## src/hdl/upq_ram.sv

```systemverilog
module upq_ram #(
    parameter int WIDTH = 8,
    parameter int DEPTH = 16
) (
    input  logic                                   i_clk,
    input  logic                                   i_we,
    input  logic [((DEPTH > 1) ? $clog2(DEPTH) : 1)-1:0] i_waddr,
    input  logic [WIDTH-1:0]                       i_wdata,
    input  logic [((DEPTH > 1) ? $clog2(DEPTH) : 1)-1:0] i_raddr,
    output logic [WIDTH-1:0]                       o_rdata
);

    logic [WIDTH-1:0] mem [DEPTH];
    logic [WIDTH-1:0] r_rdata;

    always_ff @(posedge i_clk) begin
        if (i_we) begin
            mem[i_waddr] <= i_wdata;
        end
        r_rdata <= mem[i_raddr];
    end

    assign o_rdata = r_rdata;

endmodule

```

## config.mk

```make
export PLATFORM = sky130hd
export DESIGN_NAME = upq_ram
export DESIGN_NICKNAME = d
export VERILOG_FILES = /design/src/hdl/upq_ram.sv
export SDC_FILE = /design/constraint.sdc
export NUM_CORES = 1
export LEC_CHECK = 0
export BUFFER_PORTS_ARGS = -buffer_cell sky130_fd_sc_hd__buf_2
export CAP_MARGIN = 20
export CORE_MARGIN = 3
export CORE_UTILIZATION = 50
export DETAILED_ROUTE_END_ITERATION = 10
export GPL_TIMING_DRIVEN = 0
export HOLD_SLACK_MARGIN = 0.1
export PLACE_DENSITY = 0.65
export SLEW_MARGIN = 20
export SYNTH_ARGS = -nofsm -noshare
export SYNTH_HDL_FRONTEND = slang
export SYNTH_SLANG_ARGS = --single-unit
```

## constraint.sdc

```tcl
create_clock -name i_clk -period 4.1 [get_ports i_clk]
set_input_delay 0.615 -clock i_clk [delete_from_list [all_inputs] [get_ports i_clk]]
set_output_delay 0.615 -clock i_clk [all_outputs]
set_load 0.03 [all_outputs]
```

==> impl_metrics.toml <==
[clock_network]
clockBufferDepth = 2
cts_sinks = 136
postCtsHoldBufs = 0
post_cts_buffers = 0
cts_root_buffer = "clkbuf_8"
cts_tree = "yes"
clk_pin_slew_worst_paths_ns = 0.06
clk_latency_ns = 0.51
cts_resized = 0
cts_made_buffers = 17
cts_htree_levels = 4

[detailed_routing]
dr.pass1.iters = 8
drt_iter0_drc = 237
drt_wl_total_um = 9470
topRoutingLayerUsed = "met4"
vias_per_cell = 5.64
wl_met3_um = 530
drt-met1-wl_um = 4190
vias = 2357
ant_nets = 0
wl_met2_um = 4670
drc = 0
wl_per_cell_um = 22.7

[die]
die_x_um = 107
die-area_mm2 = 0.0115
rows = 36
start_util = 0.519
core_mm2 = 0.00991
die_h_um = 107
ios = 26

[layout]
fin_nets = 290
syn_to_final_growth_pct = 16.7
diodes = 0
finalNonFillerCells = 418
drive_gt1_frac = 0.309
fin_area_mm2 = 0.00601

[global_routing]
antenna_found_initial = 0
grt_max_degree = 17
grt_overflow = 0
grt_first_pass_wirelength_um = 14600
grt_usage = 0.184
grt_pass1_vias = 2347

[power_and_ir_drop]
switchingPower_uw = 662
pwr-share-comb = 0.053
pwr-share-seq = 0.503
leakage_uw = 0.00200
power_density_mw_per_mm2 = 516
internal-power_uw = 2440
switching_share = 0.214
peakVddDrop_mv = 0.300
p_clk_frac = 0.443

[sta]
fin_hold_ws_ns = 0.501
rsz0062_at_grt = "false"
clock.fmax_ghz = 0.551
period_minus_slack_ns = 1.81
slew_headroom = 0.426
finalHoldViolations = 0
worst_pin_slew_ns = 0.858
finalSetupTns_ns = 0
finalCritPeriodShare = 0.443
finalSetupViolCount = 0
fin_skew_ns = 0.0119
slew_viol_final = 0

[synthesis]
ys_top_cells_by_area = "edfxtp_1 75%, mux4_2 7.9%, mux4_1 7.1%"
yosys.area.top_type = "edfxtp_1"
syn_nets = 247
ys_ff_latch = 136
ys_types = 19
synthCells = 229
synth_top_area_frac = 0.747
yosysSeqAreaShare = 0.778
avgSynthCellArea_um2 = 22.5
synth.cell_area_mm2 = 0.00515
ys_warn_count = 0

[critical_path]
start_kind = "primary input"
rr_endpoint = "o_rdata[7]$_DFF_P_"
crit_path_max_fanout = 8
worstRegToRegCells = 3
crit_slowest_cell = "nor2_1"
end_kind = "flip-flop"
reg2reg_from = "mem[0][7]$_DFFE_PP_"
cp_data_required_time_ns = 4.23
crit_type = "in -> reg"
crit_chain = "buf_2, or3b_2, nor2_1"
cp.arrival_ns = 1.94
slowest_delay_ns = 0.67
r2r_setup_slack_ns = 2.71

[worst_hold_path]
holdPathEnd = "mem[6][4]$_DFFE_PP_"
worstHoldStart = "i_wdata[4]"
min_path_type = "in -> reg"
hold_depth = 1

[placement]
hpwlAfterDp_um = 5980
place_congestion = 0.742
place_area_mm2 = 0.00545
dpl.cell_count = 386
numPortBuffers = 24

[job]
maxCapViolations = 0

[run_status]
status = "completed"
cells by family after synthesis:
family,synth area share
compound gates,0.0233
mux,0.150
flops,0.778
simple gates,0.0318
buf+inv,0.0168
flip-flops by register name, summed over array words and instances (netlist names):
signal,count
mem,128
o_rdata,8
layer usage:
layer  vias up  track usage
li1       1063            -
met3         6       0.0372
met2        74        0.276
met1      1214        0.271
met4         0       0.0703
met5         -            0
cell usage in the layout, fill, tap and decap left out, types with 4 or more instances in the layout:
cell	count
mux4_1	14
dfxtp_1	8
clkinvlp_4	6
nor2_1	13
mux4_2	18
clkbuf_16	16
buf_2	27
edfxtp_1	128
a22oi_1	16
nor3_2	4
nand2_1	9
layout make-up:
| type | instances | area [um2] |
|---|---|---|
| flip-flops and latches | 136 | 4000 |
| fillers | 711 | 3900 |
| multi-input cells | 83 | 1080 |
| clock buffers | 19 | 432 |
| well taps | 133 | 166 |
| clock inverters | 13 | 120 |
| repair buffers | 24 | 120 |
| plain buffers | 10 | 86.3 |
per-stage QoR:
step           setup WS, ns  power, uW  utilization
5_1_grt                2.23       3200        0.606
6_report               2.29       3100        0.606
3_3_place_gp           1.47       1750        0.548
2_1_floorplan          1.99       1690            -
3_5_place_dp           1.80       1760        0.550
4_1_cts                2.31       3120        0.606
worst max-delay path by stage:
stage                          start             endpoint  slack (ns)  depth (start not counted)
after floorplan           i_waddr[2]  mem[0][0]$_DFFE_PP_        1.99                          2
after global placement    i_waddr[2]  mem[0][0]$_DFFE_PP_        1.47                          3
after detailed placement  i_waddr[2]  mem[2][3]$_DFFE_PP_        1.80                          3
after CTS                 i_waddr[2]  mem[2][7]$_DFFE_PP_        2.31                          3
after global routing      i_waddr[2]  mem[3][1]$_DFFE_PP_        2.23                          3
final                     i_waddr[2]  mem[2][2]$_DFFE_PP_        2.29                          3
Yosys cell counts (all sizes together):
cell / count
dfxtp: 8
edfxtp: 128
clkdlybuf4s25: 3
and2: 1
nand2b: 2
nand3: 1
nor3: 4
and2b: 1
nor2b: 1
mux4: 32
buf: 7
or3b: 1
nor2: 13
nand3b: 2
nand2: 9
a22oi: 16
critical path, delay by kind of cell:
kind                   cells  cell delay (ns)
AND/OR/NAND/NOR            2             1.20
buffers and inverters      1             0.12
power groups by stage:
stage          clock [uW]  sequential, uW  combinational [uW]
3_5_place_dp            0            1590                 167
5_1_grt              1460            1560                 178
6_report             1370            1560                 165
4_1_cts              1390            1560                 168
2_1_floorplan           0            1610                78.9
3_3_place_gp            0            1590                 162
No activity file was read; power rests on OpenSTA's default activity.
